===== config.mk =====
export PLATFORM = sky130hd
export DESIGN_NAME = haptic_lowpass_window_gate
export DESIGN_NICKNAME = d
export VERILOG_FILES = /design/src/rtl/hlwg_pkg.sv /design/src/rtl/haptic_lowpass_window_gate.sv /design/src/rtl/hlwg_datapath.sv
export SDC_FILE = /design/constraint.sdc
export NUM_CORES = 2
export LEC_CHECK = 0
export ABC_AREA = 0
export BUFFER_PORTS_ARGS = -buffer_cell sky130_fd_sc_hd__buf_2
export CELL_PAD_IN_SITES_DETAIL_PLACEMENT = 0
export CELL_PAD_IN_SITES_GLOBAL_PLACEMENT = 1
export CORE_MARGIN = 2
export CORE_UTILIZATION = 55
export CTS_BUF_LIST = sky130_fd_sc_hd__clkbuf_2 sky130_fd_sc_hd__clkbuf_4 sky130_fd_sc_hd__clkbuf_8
export DETAILED_ROUTE_END_ITERATION = 6
export GPL_ROUTABILITY_DRIVEN = 0
export GPL_TIMING_DRIVEN = 0
export PLACE_DENSITY_LB_ADDON = 0.3
export SYNTH_ARGS = -nofsm -noshare
export SYNTH_HDL_FRONTEND = slang
export SYNTH_SLANG_ARGS = --single-unit
export TNS_END_PERCENT = 30

===== constraint.sdc =====
create_clock -name clock -period 32.2 [get_ports clock]
set_input_delay 3.22 -clock clock [delete_from_list [all_inputs] [get_ports clock]]
set_output_delay 3.22 -clock clock [all_outputs]
set_load 0.05 [all_outputs]

===== src/rtl/hlwg_pkg.sv =====
// Shared types, constants, coefficient table and microcode program of the haptic low-pass gate.
package hlwg_pkg;

   // Default parameters of the top level
   localparam int STAGE_COUNT_DEF = 4;
   localparam int COEF_FRAC_DEF   = 30;

   // Fixed widths of the datapath
   localparam int SAMPLE_W   = 16;
   localparam int HIST_W     = 48;
   localparam int STATE_FRAC = 16;
   localparam int CHUNK_W    = HIST_W / 2;
   localparam int ACC_W      = HIST_W + 4;
   localparam int TABLE_FRAC = 40;
   localparam int MARGIN_W   = 16;

   // Configuration port
   localparam int CSR_IDX_W  = 1;
   localparam int CSR_DATA_W = 16;
   localparam logic [MARGIN_W-1:0] MARGIN_RESET = 16'd8000;
   localparam logic [SAMPLE_W-1:0] SIGN_FLIP    = 16'h8000;

   typedef enum logic [CSR_IDX_W-1:0] {
      REG_MUSIC_ENABLE  = 1'b0,
      REG_WINDOW_MARGIN = 1'b1
   } csr_index_type;

   // Microcode fields
   typedef enum logic [2:0] {
      COEF_G, COEF_G2, COEF_A1, COEF_A2, COEF_OUT
   } coef_kind_type;

   typedef enum logic [1:0] {
      HIST_X1, HIST_X2, HIST_Y1, HIST_Y2
   } hist_slot_type;

   typedef enum logic {
      SRC_X, SRC_RD
   } opnd_src_type;

   typedef enum logic [1:0] {
      ALU_NONE, ALU_SAT, ALU_OFFSET, ALU_GATE
   } alu_op_type;

   typedef enum logic [1:0] {
      SEQ_NEXT, SEQ_STAGE_LOOP, SEQ_FINISH
   } seq_op_type;

   typedef struct packed {
      logic          rd_en;
      hist_slot_type rd_slot;
      logic          wr_en;
      hist_slot_type wr_slot;
      opnd_src_type  wr_src;
      logic          mul_en;
      logic          mul_hi;
      opnd_src_type  mul_src;
      coef_kind_type coef;
      logic          acc_add;
      alu_op_type    alu;
      seq_op_type    seq;
   } ucode_type;

   localparam ucode_type UC_NOP = '0;

   localparam int STEP_W = 5;
   localparam logic [STEP_W-1:0] LAST_STEP = 5'd18;

   // Per stage, 40 fraction bits: numerator gain g, a1, a2
   localparam logic signed [63:0] COEF_T40 [4][3] = '{
      '{64'sd67387592, 64'sd2197545158462, -64'sd1098303081055},
      '{64'sd48996230, 64'sd2195389054896, -64'sd1096073412039},
      '{64'sd23064643, 64'sd2193789214659, -64'sd1094369845456},
      '{64'sd4752391,  64'sd2192941544952, -64'sd1093448926739}
   };
   localparam logic signed [63:0] OUT_GAIN_T40 = 64'sd979940769745;

   // Round the magnitude half up to frac fraction bits
   function automatic logic signed [63:0] to_coef(logic signed [63:0] c40, int frac);
      logic        neg;
      logic [63:0] mag;
      int          s;
      neg = c40[63];
      mag = neg ? 64'(-c40) : 64'(c40);
      s   = TABLE_FRAC - frac;
      if (s > 0) begin
         mag = (mag + (64'd1 << (s - 1))) >> s;
      end
      return neg ? -$signed(mag) : $signed(mag);
   endfunction

   // Coefficient for a stage set and a term kind
   function automatic logic signed [63:0] coef_value(logic [1:0] set, coef_kind_type kind,
                                                      int frac);
      logic signed [63:0] r;
      r = '0;
      unique case (kind)
         COEF_G:   r = to_coef(COEF_T40[set][0], frac);
         COEF_G2:  r = to_coef(COEF_T40[set][0], frac) <<< 1;
         COEF_A1:  r = to_coef(COEF_T40[set][1], frac);
         COEF_A2:  r = to_coef(COEF_T40[set][2], frac);
         COEF_OUT: r = to_coef(OUT_GAIN_T40, frac);
         default:  r = '0;
      endcase
      return r;
   endfunction

   // Control store: steps 0..13 run one stage, 14..18 scale and gate the output
   function automatic ucode_type ucode_rom(logic [STEP_W-1:0] step);
      ucode_type uc;
      uc = UC_NOP;
      unique case (step)
         5'd0: begin
            uc.rd_en = 1'b1; uc.rd_slot = HIST_X2;
         end
         5'd1: begin
            uc.mul_en = 1'b1; uc.mul_src = SRC_RD; uc.coef = COEF_G;
         end
         5'd2: begin
            uc.mul_en = 1'b1; uc.mul_hi = 1'b1; uc.mul_src = SRC_RD; uc.coef = COEF_G;
            uc.rd_en = 1'b1; uc.rd_slot = HIST_X1;
         end
         5'd3: begin
            uc.acc_add = 1'b1;
            uc.mul_en = 1'b1; uc.mul_src = SRC_RD; uc.coef = COEF_G2;
            uc.wr_en = 1'b1; uc.wr_slot = HIST_X2; uc.wr_src = SRC_RD;
         end
         5'd4: begin
            uc.mul_en = 1'b1; uc.mul_hi = 1'b1; uc.mul_src = SRC_RD; uc.coef = COEF_G2;
            uc.rd_en = 1'b1; uc.rd_slot = HIST_Y2;
            uc.wr_en = 1'b1; uc.wr_slot = HIST_X1; uc.wr_src = SRC_X;
         end
         5'd5: begin
            uc.acc_add = 1'b1;
            uc.mul_en = 1'b1; uc.mul_src = SRC_RD; uc.coef = COEF_A2;
         end
         5'd6: begin
            uc.mul_en = 1'b1; uc.mul_hi = 1'b1; uc.mul_src = SRC_RD; uc.coef = COEF_A2;
            uc.rd_en = 1'b1; uc.rd_slot = HIST_Y1;
         end
         5'd7: begin
            uc.acc_add = 1'b1;
            uc.mul_en = 1'b1; uc.mul_src = SRC_RD; uc.coef = COEF_A1;
         end
         5'd8: begin
            uc.mul_en = 1'b1; uc.mul_hi = 1'b1; uc.mul_src = SRC_RD; uc.coef = COEF_A1;
            uc.wr_en = 1'b1; uc.wr_slot = HIST_Y2; uc.wr_src = SRC_RD;
         end
         5'd9: begin
            uc.acc_add = 1'b1;
            uc.mul_en = 1'b1; uc.mul_src = SRC_X; uc.coef = COEF_G;
         end
         5'd10: begin
            uc.mul_en = 1'b1; uc.mul_hi = 1'b1; uc.mul_src = SRC_X; uc.coef = COEF_G;
         end
         5'd11: begin
            uc.acc_add = 1'b1;
         end
         5'd12: begin
            uc.alu = ALU_SAT;
         end
         5'd13: begin
            uc.wr_en = 1'b1; uc.wr_slot = HIST_Y1; uc.wr_src = SRC_X;
            uc.seq = SEQ_STAGE_LOOP;
         end
         5'd14: begin
            uc.mul_en = 1'b1; uc.mul_src = SRC_X; uc.coef = COEF_OUT;
         end
         5'd15: begin
            uc.mul_en = 1'b1; uc.mul_hi = 1'b1; uc.mul_src = SRC_X; uc.coef = COEF_OUT;
         end
         5'd16: begin
            uc.acc_add = 1'b1;
         end
         5'd17: begin
            uc.alu = ALU_OFFSET;
         end
         5'd18: begin
            uc.alu = ALU_GATE; uc.seq = SEQ_FINISH;
         end
         default: uc = UC_NOP;
      endcase
      return uc;
   endfunction

endpackage


===== src/rtl/haptic_lowpass_window_gate.sv =====
// Top level: stream ports, configuration registers and microcode sequencer.
//
// Each 16-bit sample word has its offset flipped, passes a cascade of STAGE_COUNT
// direct-form-I biquad low-pass stages whose history persists across words, is scaled,
// re-offset, zeroed outside the window set by window_margin and forced to zero while
// music_enable is low. One word is in work at a time: after a word is taken the block is
// busy and can take the next word in the cycle after its result is loaded. Its pace is
// set by the single shared multiplier, which forms each of the five products of a stage
// in two half-width passes, and by the one-read, one-write history memory that the control
// program steps through. The result sits in an output register, so a new word is accepted
// while the previous result waits; only when a finished result finds that register still
// full does the program hold on its last step. The filter history is cleared by reset and
// needs no pass.
module haptic_lowpass_window_gate #(
   parameter int STAGE_COUNT    = hlwg_pkg::STAGE_COUNT_DEF,
   parameter int COEF_FRAC_BITS = hlwg_pkg::COEF_FRAC_DEF
) (
   input  logic                                clock,
   input  logic                                reset,
   // Input stream
   input  logic                                req_tvalid,
   output logic                                req_tready,
   input  logic [15:0]                         req_tdata,   // [15:0] sample_in
   // Result stream
   output logic                                rsp_tvalid,
   input  logic                                rsp_tready,
   output logic [15:0]                         rsp_tdata,   // [15:0] drive_out
   // Configuration writes
   input  logic                                csr_we,
   input  logic [hlwg_pkg::CSR_IDX_W-1:0]      csr_index,
   input  logic [hlwg_pkg::CSR_DATA_W-1:0]     csr_wdata
);

   localparam int STG_W = (STAGE_COUNT > 1) ? $clog2(STAGE_COUNT) : 1;
   localparam int STEP_W = hlwg_pkg::STEP_W;
   localparam logic [STG_W-1:0] LAST_STAGE = STG_W'(STAGE_COUNT - 1);

   logic                                music_enable_ff;
   logic [hlwg_pkg::MARGIN_W-1:0]       window_margin_ff;
   logic                                busy_ff;
   logic [STEP_W-1:0]                   step_ff;
   logic [STG_W-1:0]                    stage_ff;
   logic                                rsp_tvalid_ff;
   logic [15:0]                         rsp_tdata_ff;

   hlwg_pkg::ucode_type                 uc_act;
   logic                                load;
   logic                                out_free;
   logic                                finish_fire;
   logic [hlwg_pkg::SAMPLE_W-1:0]       drive;

   // Configuration registers
   always_ff @(posedge clock) begin
      if (reset) begin
         music_enable_ff  <= 1'b0;
         window_margin_ff <= hlwg_pkg::MARGIN_RESET;
      end else if (csr_we) begin
         unique case (hlwg_pkg::csr_index_type'(csr_index))
            hlwg_pkg::REG_MUSIC_ENABLE:  music_enable_ff  <= csr_wdata[0];
            hlwg_pkg::REG_WINDOW_MARGIN: window_margin_ff <= csr_wdata;
         endcase
      end
   end

   // Fetch the control word; idle issues no operations
   assign uc_act      = busy_ff ? hlwg_pkg::ucode_rom(step_ff) : hlwg_pkg::UC_NOP;
   assign load        = req_tvalid && !busy_ff;
   assign out_free    = !rsp_tvalid_ff || rsp_tready;
   assign finish_fire = (uc_act.seq == hlwg_pkg::SEQ_FINISH) && out_free;

   assign req_tready = !busy_ff;
   assign rsp_tvalid = rsp_tvalid_ff;
   assign rsp_tdata  = rsp_tdata_ff;

   // Sequencer: step counter, stage loop and result register
   always_ff @(posedge clock) begin
      if (reset) begin
         busy_ff       <= 1'b0;
         step_ff       <= '0;
         stage_ff      <= '0;
         rsp_tvalid_ff <= 1'b0;
      end else begin
         // set valid on a finished word, drop it once the word is taken
         if (finish_fire) begin
            rsp_tvalid_ff <= 1'b1;
         end else if (rsp_tready) begin
            rsp_tvalid_ff <= 1'b0;
         end
         if (load) begin
            busy_ff  <= 1'b1;
            step_ff  <= '0;
            stage_ff <= '0;
         end else if (busy_ff) begin
            unique case (uc_act.seq)
               hlwg_pkg::SEQ_NEXT: begin
                  step_ff <= step_ff + STEP_W'(1);
               end
               hlwg_pkg::SEQ_STAGE_LOOP: begin
                  if (stage_ff == LAST_STAGE) begin
                     step_ff <= step_ff + STEP_W'(1);
                  end else begin
                     step_ff  <= '0;
                     stage_ff <= stage_ff + STG_W'(1);
                  end
               end
               hlwg_pkg::SEQ_FINISH: begin
                  // hold on the last step until the output register is free
                  if (out_free) begin
                     busy_ff      <= 1'b0;
                     rsp_tdata_ff <= drive;
                  end
               end
               default: begin
                  step_ff <= step_ff + STEP_W'(1);
               end
            endcase
         end
      end
   end

   hlwg_datapath #(
      .STAGE_COUNT    (STAGE_COUNT),
      .COEF_FRAC_BITS (COEF_FRAC_BITS),
      .STG_W          (STG_W)
   ) u_datapath (
      .clock         (clock),
      .reset         (reset),
      .load          (load),
      .sample        (req_tdata),
      .uc            (uc_act),
      .stage_idx     (stage_ff),
      .music_enable  (music_enable_ff),
      .window_margin (window_margin_ff),
      .drive         (drive)
   );

`ifndef ASSERT_OFF
   a_accept_starts: assert property (@(posedge clock) disable iff (reset)
      (req_tvalid && req_tready) |=> (busy_ff && step_ff == '0 && stage_ff == '0))
      else $error("accepted word did not start the program at step zero");

   a_step_range: assert property (@(posedge clock) disable iff (reset)
      busy_ff |-> (step_ff <= hlwg_pkg::LAST_STEP))
      else $error("step counter ran past the program");

   a_stage_range: assert property (@(posedge clock) disable iff (reset)
      busy_ff |-> (stage_ff <= LAST_STAGE))
      else $error("stage counter ran past the cascade");

   a_finish_loads: assert property (@(posedge clock) disable iff (reset)
      finish_fire |=> (rsp_tvalid && !busy_ff))
      else $error("finished word did not reach the output register");

   a_idle_quiet: assert property (@(posedge clock) disable iff (reset)
      !busy_ff |-> (!uc_act.wr_en && !uc_act.mul_en && !uc_act.acc_add))
      else $error("datapath active while idle");
`endif

endmodule


===== src/rtl/hlwg_datapath.sv =====
// Filter datapath: shared multiplier, accumulator, history memory and output gate.
module hlwg_datapath #(
   parameter int STAGE_COUNT    = hlwg_pkg::STAGE_COUNT_DEF,
   parameter int COEF_FRAC_BITS = hlwg_pkg::COEF_FRAC_DEF,
   parameter int STG_W          = (STAGE_COUNT > 1) ? $clog2(STAGE_COUNT) : 1
) (
   input  logic                               clock,
   input  logic                               reset,
   input  logic                               load,
   input  logic [hlwg_pkg::SAMPLE_W-1:0]      sample,
   input  hlwg_pkg::ucode_type                uc,
   input  logic [STG_W-1:0]                   stage_idx,
   input  logic                               music_enable,
   input  logic [hlwg_pkg::MARGIN_W-1:0]      window_margin,
   output logic [hlwg_pkg::SAMPLE_W-1:0]      drive
);

   localparam int HIST_W  = hlwg_pkg::HIST_W;
   localparam int ACC_W   = hlwg_pkg::ACC_W;
   localparam int CHUNK_W = hlwg_pkg::CHUNK_W;
   localparam int SFRAC   = hlwg_pkg::STATE_FRAC;
   localparam int SW      = hlwg_pkg::SAMPLE_W;
   localparam int COEF_W  = COEF_FRAC_BITS + 2;
   localparam int PP_W    = CHUNK_W + 1 + COEF_W;
   localparam int PROD_W  = HIST_W + COEF_W;
   localparam int TERM_W  = PROD_W - COEF_FRAC_BITS;
   localparam int DEPTH   = 4 * STAGE_COUNT;
   localparam int ADDR_W  = $clog2(DEPTH);

   localparam logic signed [ACC_W-1:0] HIST_MAX_A =
      $signed(ACC_W'({1'b0, {(HIST_W-1){1'b1}}}));
   localparam logic signed [ACC_W-1:0] HIST_MIN_A = -HIST_MAX_A - ACC_W'(1);
   localparam logic signed [ACC_W-1:0] HALF_SCALE = $signed(ACC_W'(64'd32768 << SFRAC));
   localparam logic signed [ACC_W-1:0] FULL_SCALE = $signed(ACC_W'(64'd65536 << SFRAC));

   logic signed [HIST_W-1:0] x_ff, x_in;
   logic signed [HIST_W-1:0] rd_data_ff;
   logic signed [HIST_W-1:0] hist_mem_ff [DEPTH];
   logic [DEPTH-1:0]         hist_vld_ff;
   logic signed [PROD_W-1:0] prod_ff, prod_in;
   logic signed [ACC_W-1:0]  acc_ff, acc_in;

   logic [STG_W+1:0]         rd_full, wr_full;
   logic [ADDR_W-1:0]        rd_addr, wr_addr;
   logic signed [HIST_W-1:0] wr_data;
   logic signed [COEF_W-1:0] coef;
   logic signed [HIST_W-1:0] opnd;
   logic signed [CHUNK_W:0]  chunk;
   logic signed [PP_W-1:0]   pp;
   logic signed [TERM_W-1:0] term;
   logic signed [HIST_W-1:0] sat_val;
   logic signed [ACC_W-1:0]  off_sum;
   logic signed [ACC_W-1:0]  lo_bound, hi_bound;
   logic                     in_win;
   logic [SW:0]              level;

   // History addressing: four slots per stage
   assign rd_full = {stage_idx, uc.rd_slot};
   assign wr_full = {stage_idx, uc.wr_slot};
   assign rd_addr = rd_full[ADDR_W-1:0];
   assign wr_addr = wr_full[ADDR_W-1:0];
   assign wr_data = (uc.wr_src == hlwg_pkg::SRC_RD) ? rd_data_ff : x_ff;

   // History memory: one write and one registered read a cycle
   always_ff @(posedge clock) begin
      if (uc.wr_en) begin
         hist_mem_ff[wr_addr] <= wr_data;
      end
      if (uc.rd_en) begin
         rd_data_ff <= hist_vld_ff[rd_addr] ? hist_mem_ff[rd_addr] : '0;
      end
   end

   // Entries never written read as zero
   always_ff @(posedge clock) begin
      if (reset) begin
         hist_vld_ff <= '0;
      end else if (uc.wr_en) begin
         hist_vld_ff[wr_addr] <= 1'b1;
      end
   end

   // Coefficient lookup, set chosen by stage modulo four
   assign coef = COEF_W'(hlwg_pkg::coef_value(2'(stage_idx), uc.coef, COEF_FRAC_BITS));

   // Shared multiplier: one half of the operand per pass
   assign opnd  = (uc.mul_src == hlwg_pkg::SRC_RD) ? rd_data_ff : x_ff;
   assign chunk = uc.mul_hi ? {opnd[HIST_W-1], opnd[HIST_W-1:CHUNK_W]}
                            : {1'b0, opnd[CHUNK_W-1:0]};
   assign pp    = PP_W'(chunk) * PP_W'(coef);

   always_comb begin
      prod_in = prod_ff;
      if (uc.mul_en) begin
         prod_in = uc.mul_hi ? prod_ff + (PROD_W'(pp) <<< CHUNK_W) : PROD_W'(pp);
      end
   end

   // Floor the exact product to state precision
   assign term = TERM_W'(prod_ff >>> COEF_FRAC_BITS);

   // Saturate the stage sum to the history width
   always_comb begin
      priority if (acc_ff > HIST_MAX_A) begin
         sat_val = HIST_MAX_A[HIST_W-1:0];
      end else if (acc_ff < HIST_MIN_A) begin
         sat_val = HIST_MIN_A[HIST_W-1:0];
      end else begin
         sat_val = acc_ff[HIST_W-1:0];
      end
   end

   assign off_sum = acc_ff + HALF_SCALE;

   // Accumulator and stage input register
   always_comb begin
      acc_in = acc_ff;
      x_in   = x_ff;
      if (load) begin
         acc_in = '0;
         x_in   = $signed(HIST_W'({sample ^ hlwg_pkg::SIGN_FLIP, SFRAC'(0)}));
      end else begin
         if (uc.acc_add) begin
            acc_in = acc_ff + ACC_W'(term);
         end
         unique case (uc.alu)
            hlwg_pkg::ALU_SAT: begin
               x_in   = sat_val;
               acc_in = '0;
            end
            hlwg_pkg::ALU_OFFSET: begin
               acc_in = (off_sum > FULL_SCALE) ? off_sum - FULL_SCALE : off_sum;
            end
            hlwg_pkg::ALU_NONE, hlwg_pkg::ALU_GATE: begin
            end
            default: begin
            end
         endcase
      end
   end

   always_ff @(posedge clock) begin
      x_ff    <= x_in;
      prod_ff <= prod_in;
      acc_ff  <= acc_in;
   end

   // Window gate and enable on the offset level
   assign lo_bound = $signed(ACC_W'(window_margin) << SFRAC);
   assign hi_bound = FULL_SCALE - lo_bound;
   assign in_win   = !(acc_ff[ACC_W-1] || (acc_ff < lo_bound) || (acc_ff > hi_bound));
   assign level    = acc_ff[SFRAC +: SW+1];

   always_comb begin
      drive = '0;
      if (in_win && music_enable) begin
         drive = level[SW] ? {SW{1'b1}} : level[SW-1:0];
      end
   end

endmodule


Word-level counts from Yosys, hierarchy flattened
Memory sizes are Yosys's and may differ from the RTL's. A register that Yosys moved wholly into a read port is not among the register bits.
Index checks and enable logic that the tools add are counted.
{"block": "classes", "add_sub_neg": 17, "multipliers": 1, "n_lt_le_gt_ge": 9, "eq_ne": 27, "muxes": 50, "bitwise_logic": 8, "n_reduce_logical": 30}
{"operator": "$bmux W192 S2", "n": 1}
{"operator": "$mux W192", "n": 2}
{"operator": "$mux W32", "n": 8}
{"operator": "$mux W48", "n": 4}
{"operator": "$pmux W32 S5", "n": 1}
{"operator": "$add A42 B10 Y42 const B", "n": 3}
{"operator": "$mux W42", "n": 3}
{"operator": "$neg A42 Y42", "n": 3}
{"operator": "$mux W52", "n": 2}
{"operator": "$pmux W52 S2", "n": 1}
{"operator": "$neg A32 Y32", "n": 3}
{"operator": "$add A80 B80 Y80", "n": 1}
{"operator": "$mux W80", "n": 1}
{"operator": "$mux W31", "n": 2}
{"operator": "$mul A25 B32 Y57", "n": 1}
{"operator": "$add A52 B33 Y52 const B", "n": 1}
{"operator": "$add A52 B50 Y52", "n": 1}
{"operator": "$gt A52 B34 Y1 const B", "n": 1}
{"operator": "$gt A52 B48 Y1 const B", "n": 1}
{"operator": "$gt A52 B52 Y1", "n": 1}
{"operator": "$lt A52 B33 Y1", "n": 1}
{"operator": "$lt A52 B48 Y1 const B", "n": 1}
{"operator": "$sub A52 B34 Y52 const B", "n": 1}
{"operator": "$eq A5 B4 Y1 const B", "n": 8}
{"operator": "other kinds (45)", "n": 90}
{"block": "word_totals", "regBits": 238, "mem_bits_rw": 768, "input_bits": 38, "out_inout_bits": 18, "word_cells": 155, "mem_count": 1}
{"memory": "u_datapath.hist_mem_ff", "depth": 16, "word_bits": 48, "rd": 1, "rd_ports_with_merged_regs": 1, "wr": 1, "line": "hlwg_datapath.sv:38", "text": "logic signed [HIST_W-1:0] hist_mem_ff [DEPTH];"}

Longest topological paths before layout
{"block": "depth", "word_depth": 14, "depth_mapped": 52, "ltp_nobuf": 48}

Cells and area by module
A second synthesis with hierarchy kept.
{"block": "unflattened", "hier_cells": 6442, "area_unflattened_um2": 76337.0}
{"module": "hlwg_datapath", "instances": 1, "cells_per_inst": 6241, "area_each_um2": 74325.0, "seq_area_each_um2": 28667.5}
{"module": "haptic_lowpass_window_gate", "instances": 1, "cells_per_inst": 201, "area_each_um2": 2011.9, "seq_area_each_um2": 1001.0}

Worst setup path after synthesis
No wires, ideal clock.
{"block": "synth_timing", "kind": "flip-flop to flip-flop", "start": "reg step_ff[0]", "end": "reg u_datapath.prod_ff[79] (data pin)", "setup_ns": 0.254, "arrival_ns": 11.186, "required_time_ns": 31.946, "path_slack_ns": 20.760, "stages_incl_launch_ff": 49, "n_path_buf": 3, "synth_period_minus_slack_ns": 11.440, "path_cell_list": "dfxtp_1 inv_1 ha_1 clkbuf_1 nor3_1 a21oi_1 nor2_1 nor2_1 nand2_1 clkbuf_1 a221oi_1 a21oi_1 clkbuf_1 nand2_1 fa_1 inv_1 fa_1 inv_1 [... 13 more ...] a311o_1 nor4_1 nor2_1 a21oi_1 o21bai_1 xor2_1 ha_1 a21oi_1 o21bai_1 a21o_1 a211oi_1 o21ai_0 a31oi_1 o21ai_1 a211oi_1 xor2_1 xnor2_1 a21o_1"}
{"block": "synth_between", "elab_chain_cells": 9, "elab_cells_between_ends": 31, "cone_classes": "1 x add/sub; 1 x mul; 15 x eq/ne; 7 x mux; 7 x reduce/logical"}
{"element": "from (decl)", "line": "haptic_lowpass_window_gate.sv:41", "text": "logic [STEP_W-1:0] step_ff;"}
{"element": "from (signal assigned)", "line": "haptic_lowpass_window_gate.sv:96", "text": "step_ff <= step_ff + STEP_W'(1);"}
{"element": "from (signal assigned)", "line": "haptic_lowpass_window_gate.sv:100", "text": "step_ff <= step_ff + STEP_W'(1);"}
{"element": "from (signal assigned)", "line": "haptic_lowpass_window_gate.sv:114", "text": "step_ff <= step_ff + STEP_W'(1);"}
{"element": "$eq A5 B4 Y1, or another cell as far along", "line": "hlwg_pkg.sv:112", "text": "unique case (step)"}
{"element": "$reduce_or A2 Y1 (no line)"}
{"element": "$pmux W4 S5", "line": "hlwg_pkg.sv:112"}
{"element": "$mux W18 (*)", "line": "haptic_lowpass_window_gate.sv:66", "text": "assign uc_act = busy_ff ? hlwg_pkg::ucode_rom(step_ff) : hlwg_pkg::UC_NOP;"}
{"element": "$eq A3 B3 Y1, or another cell as far along", "line": "hlwg_pkg.sv:97", "text": "unique case (kind)"}
{"element": "$pmux W32 S5 / $mux W25 (equally long branches)", "line": "hlwg_pkg.sv:97, hlwg_datapath.sv:88"}
{"element": "$mul A25 B32 Y57", "line": "hlwg_datapath.sv:90", "text": "assign pp = PP_W'(chunk) * PP_W'(coef);"}
{"element": "$add A80 B80 Y80", "line": "hlwg_datapath.sv:95", "text": "prod_in = uc.mul_hi ? prod_ff + (PROD_W'(pp) <<< CHUNK_W) : PROD_W'(pp);"}
{"element": "$mux W80 (*)", "line": "hlwg_datapath.sv:95"}
{"element": "to (signal assigned)", "line": "hlwg_datapath.sv:144", "text": "prod_ff <= prod_in;"}
{"element": "to (decl)", "line": "hlwg_datapath.sv:40", "text": "logic signed [PROD_W-1:0] prod_ff, prod_in;"}
Mark *: on every way between the ends. The rest lies on a longest branch, timed or not.
A chain may end at the register's enable or synchronous reset.

Worst setup path in the final report
Same ends and word-level chain as after synthesis.

==> results.md <==
* Status: complete, but fails checks
* Violated checks: max-capacitance violations, max-slew violations
* Setup violation total in the final timing report at 0
* Die area at 143000 sq um
* Final hold violation count at 0
* DP Area at 79900 sq um
* Final period util at 51.0%
* Antenna Nets Post-Route at 0
* Number of global-route vias before repair at 53829
* CP max FO at 10
* Seq/Total Area, Yosys at 38.7%
* Share of cells above drive strength 1 at 10.4%
* DR vias/cell at 6.07
* Post-CTS Resized at 0
* Global-route wire length before repair at 352000 um
* GRT Overall Usage at 34.1%
* Max cap viols at 3
* TritonCTS buffer count at 161
* P&R area growth vs syn at 8.59%
* Minimum clock period at 16.42 ns
* Most used flip-flop cell after synthesis: edfxtp_1
* Num Clock Sinks at 1030
* Syn Inst Count at 6635
* Core area at 139000 sq um
* Post-synthesis register bit count at 1030
* Syn nets at 7811
* Cell at the slowest stage of the critical path: a221oi_1
* Worst stage delay on the critical path at 1.29 ns
* Synthesis warning total at 0
* Area of the mapped netlist at 76700 sq um
* Setup TNS at 0 ns
* Worst Hold Class: reg2reg
* Startpoint Class: flop
* TritonCTS clock tree: yes
* DR WL/cell at 27.0 um
* Pleak at 36.0 nW
* Clock Tree Root: clkbuf_8
* Hold slack final at 0.466 ns
* Die width at 378 um
* Skew final at 0.0849 ns
* Clk pin slew, worst setup/hold paths at 0.07 ns
* PwrDens at 34.7 nW/um^2
* Mean Syn Cell Area at 11.6 sq um
* # Post-CTS Setup Buffers at 0
* Vias at 53972
* Post-Route WL at 240000 um
* Max IR drop VDD at 0.0554 mV
* Initial antenna violation count at 7
* Worst-margin pin slew at 1.53 ns
* WP data arrival at 17.07 ns
* Nets@finish at 8053
* Worst path required time at 32.84 ns
* CTS max path bufs at 3
* Footprint of the multi-input gates at 42200 sq um
* Post-detail-place hpwl at 182000 um
* Instance count on the critical path at 47
* Post-synth EDFFs at 904
* Final Slew Violations at 19
* Height of the die at 378 um
* Sequential cell area at 29700 sq um
* WP buf/inv at 8
* CP Capture Type: flop
* Slew headroom at -2.93%
* # fillers at 11117
* GRT overflow at 0
* Design area at 83300 sq um
* Cells on Worst Hold Path at 2
* Hold_buf cts at 0
* Total power at 2.89 mW
* Critical path's most frequent cell: fa_1
* Asr flop ratio synth at 0%
* Yosys cell types at 88
* Fmax at 60.9 MHz
* Unrepaired setup endpoints after global routing: false
* I/O Pins at 56
* CP top delay family: compound AO/OA/AOI/OAI gates
* R2R depth at 47
* Core Rows at 137
* Drt drc at 0
* Largest net degree at the start of global routing at 46
* Initial drt markers at 5642
* Pre-antenna DRT Iters at 7
* Crit path kind: reg2reg
* Initial core utilization at 55.2%
* H-tree levels at 4
* IO buf count at 54
* Clock latency on the worst-skew pair at 0.93 ns
-- registers in the layout (all words and copies together) (netlist names) --
register,flops
u_datapath.rd_data_ff,48
rsp_tdata,16
u_datapath.hist_mem_ff,768
u_datapath.hist_vld_ff,16
u_datapath.prod_ff,56
u_datapath.x_ff,48
music_enable_ff,1
rsp_tvalid,1
stage_ff,2
u_datapath.acc_ff,52
step_ff,5
window_margin_ff,16
busy_ff,1
-- cell usage in the layout (no fill, tap or decap), types with 23 or more instances in the layout --
cell and count:
a21o_1 141, a21oi_1 239, a221oi_1 30, a22oi_1 31
a31oi_1 30, and2_1 40, and3_1 32, buf_1 34
buf_2 63, clkbuf_1 266, clkbuf_4 49, clkbuf_8 167
clkinv_1 39, dfxtp_1 126, edfxtp_1 904, fa_1 818
ha_1 320, inv_1 976, mux2_2 56, mux2i_1 35
mux4_2 244, nand2_1 749, nand2b_1 25, nand3_1 73
nand4_1 39, nor2_1 507, nor2b_1 72, nor3_1 65
nor4_1 23, o211ai_1 27, o21a_1 33, o21ai_0 188
o21bai_1 31, xnor2_1 132, xor2_1 73
-- final cells by class --
cell class | count | area share [%]
Timing Repair Buffer | 79 | 0.924
Sequential cell | 1030 | 35.6
Antenna cell | 3 | 0.00901
Tap cell | 1876 | 2.82
Inverter | 977 | 4.40
Clock buffer | 214 | 3.18
Multi-Input combinational cell | 4307 | 50.7
Buffer | 321 | 1.55
Clock inverter | 80 | 0.859
-- through the flow --
step / cells / setup WS, ns / util (%)
finish: 8887 / 15.78 / 59.9
global route: 8886 / 15.10 / 59.9
CTS: 8882 / 16.39 / 59.9
detailed placement: 8588 / 16.38 / 57.5
global placement: 8565 / 15.80 / 57.1
floorplan: 6635 / 20.76 / -
-- where the power goes --
group / internal (mW) / switching [mW] / leakage, nW
Sequential: 1.45 / 0.00855 / 10.5
Clock: 0.601 / 0.554 / 1.77
Combinational: 0.0942 / 0.183 / 23.8
-- worst paths after layout --
path | from | end | slack, ns
hold / removal | window_margin_ff[13]$_SDFFE_PP0P_ | window_margin_ff[13]$_SDFFE_PP0P_ | 0.47
hold reg to reg | window_margin_ff[13]$_SDFFE_PP0P_ | window_margin_ff[13]$_SDFFE_PP0P_ | 0.47
setup / recovery | step_ff[0]$_SDFFE_PP0P_ | u_datapath.prod_ff[79]$_DFFE_PP_ | 15.78
setup reg to reg | step_ff[0]$_SDFFE_PP0P_ | u_datapath.prod_ff[79]$_DFFE_PP_ | 15.78
-- synthesized netlist by cell type (23+ instances only) --
cell      instances  area share, %
a21o_1          141            1.4
a21oi_1         247            1.6
a221oi_1         30           0.34
a22oi_1          31           0.30
a31oi_1          30           0.24
and2_1           56           0.46
and3_1           32           0.26
buf_1            35           0.17
clkbuf_1        266            1.3
dfxtp_1         126            3.3
edfxtp_1        904             35
fa_1            818             21
ha_1            320            5.2
inv_1           976            4.8
mux2_2           56           0.82
mux2i_1          37           0.48
mux4_2          244            7.2
nand2_1         749            3.7
nand2b_1         25           0.20
nand3_1          73           0.48
nand4_1          39           0.32
nor2_1          509            2.5
nor2b_1          72           0.59
nor3_1           65           0.42
nor4_1           23           0.19
o211ai_1         27           0.26
o21a_1           34           0.33
o21ai_0         188            1.2
o21bai_1         31           0.30
xnor2_1         132            1.5
xor2_1           73           0.83
-- logic make-up after synthesis --
family,share of synthesized area [%]
muxes,8.47
adders and majority gates,26.6
DFF,38.7
and+or+nand+nor,9.86
AOI/OAI and AO/OA,7.65
xor gates and xnor gates,2.34
buffers and inverters,6.46
-- worst min-delay path: stages, from the launching register on --
cell and delay [ns]:
dfxtp_1 0.31, nand2_1 0.05, a21oi_1 0.05
-- metal layers --
layer,wire [um],track usage [%]
met5,33,0
met4,15200,19.0
met3,24300,7.02
met2,109000,52.5
met1,91700,45.7
Power figures use the tool's default switching activity.
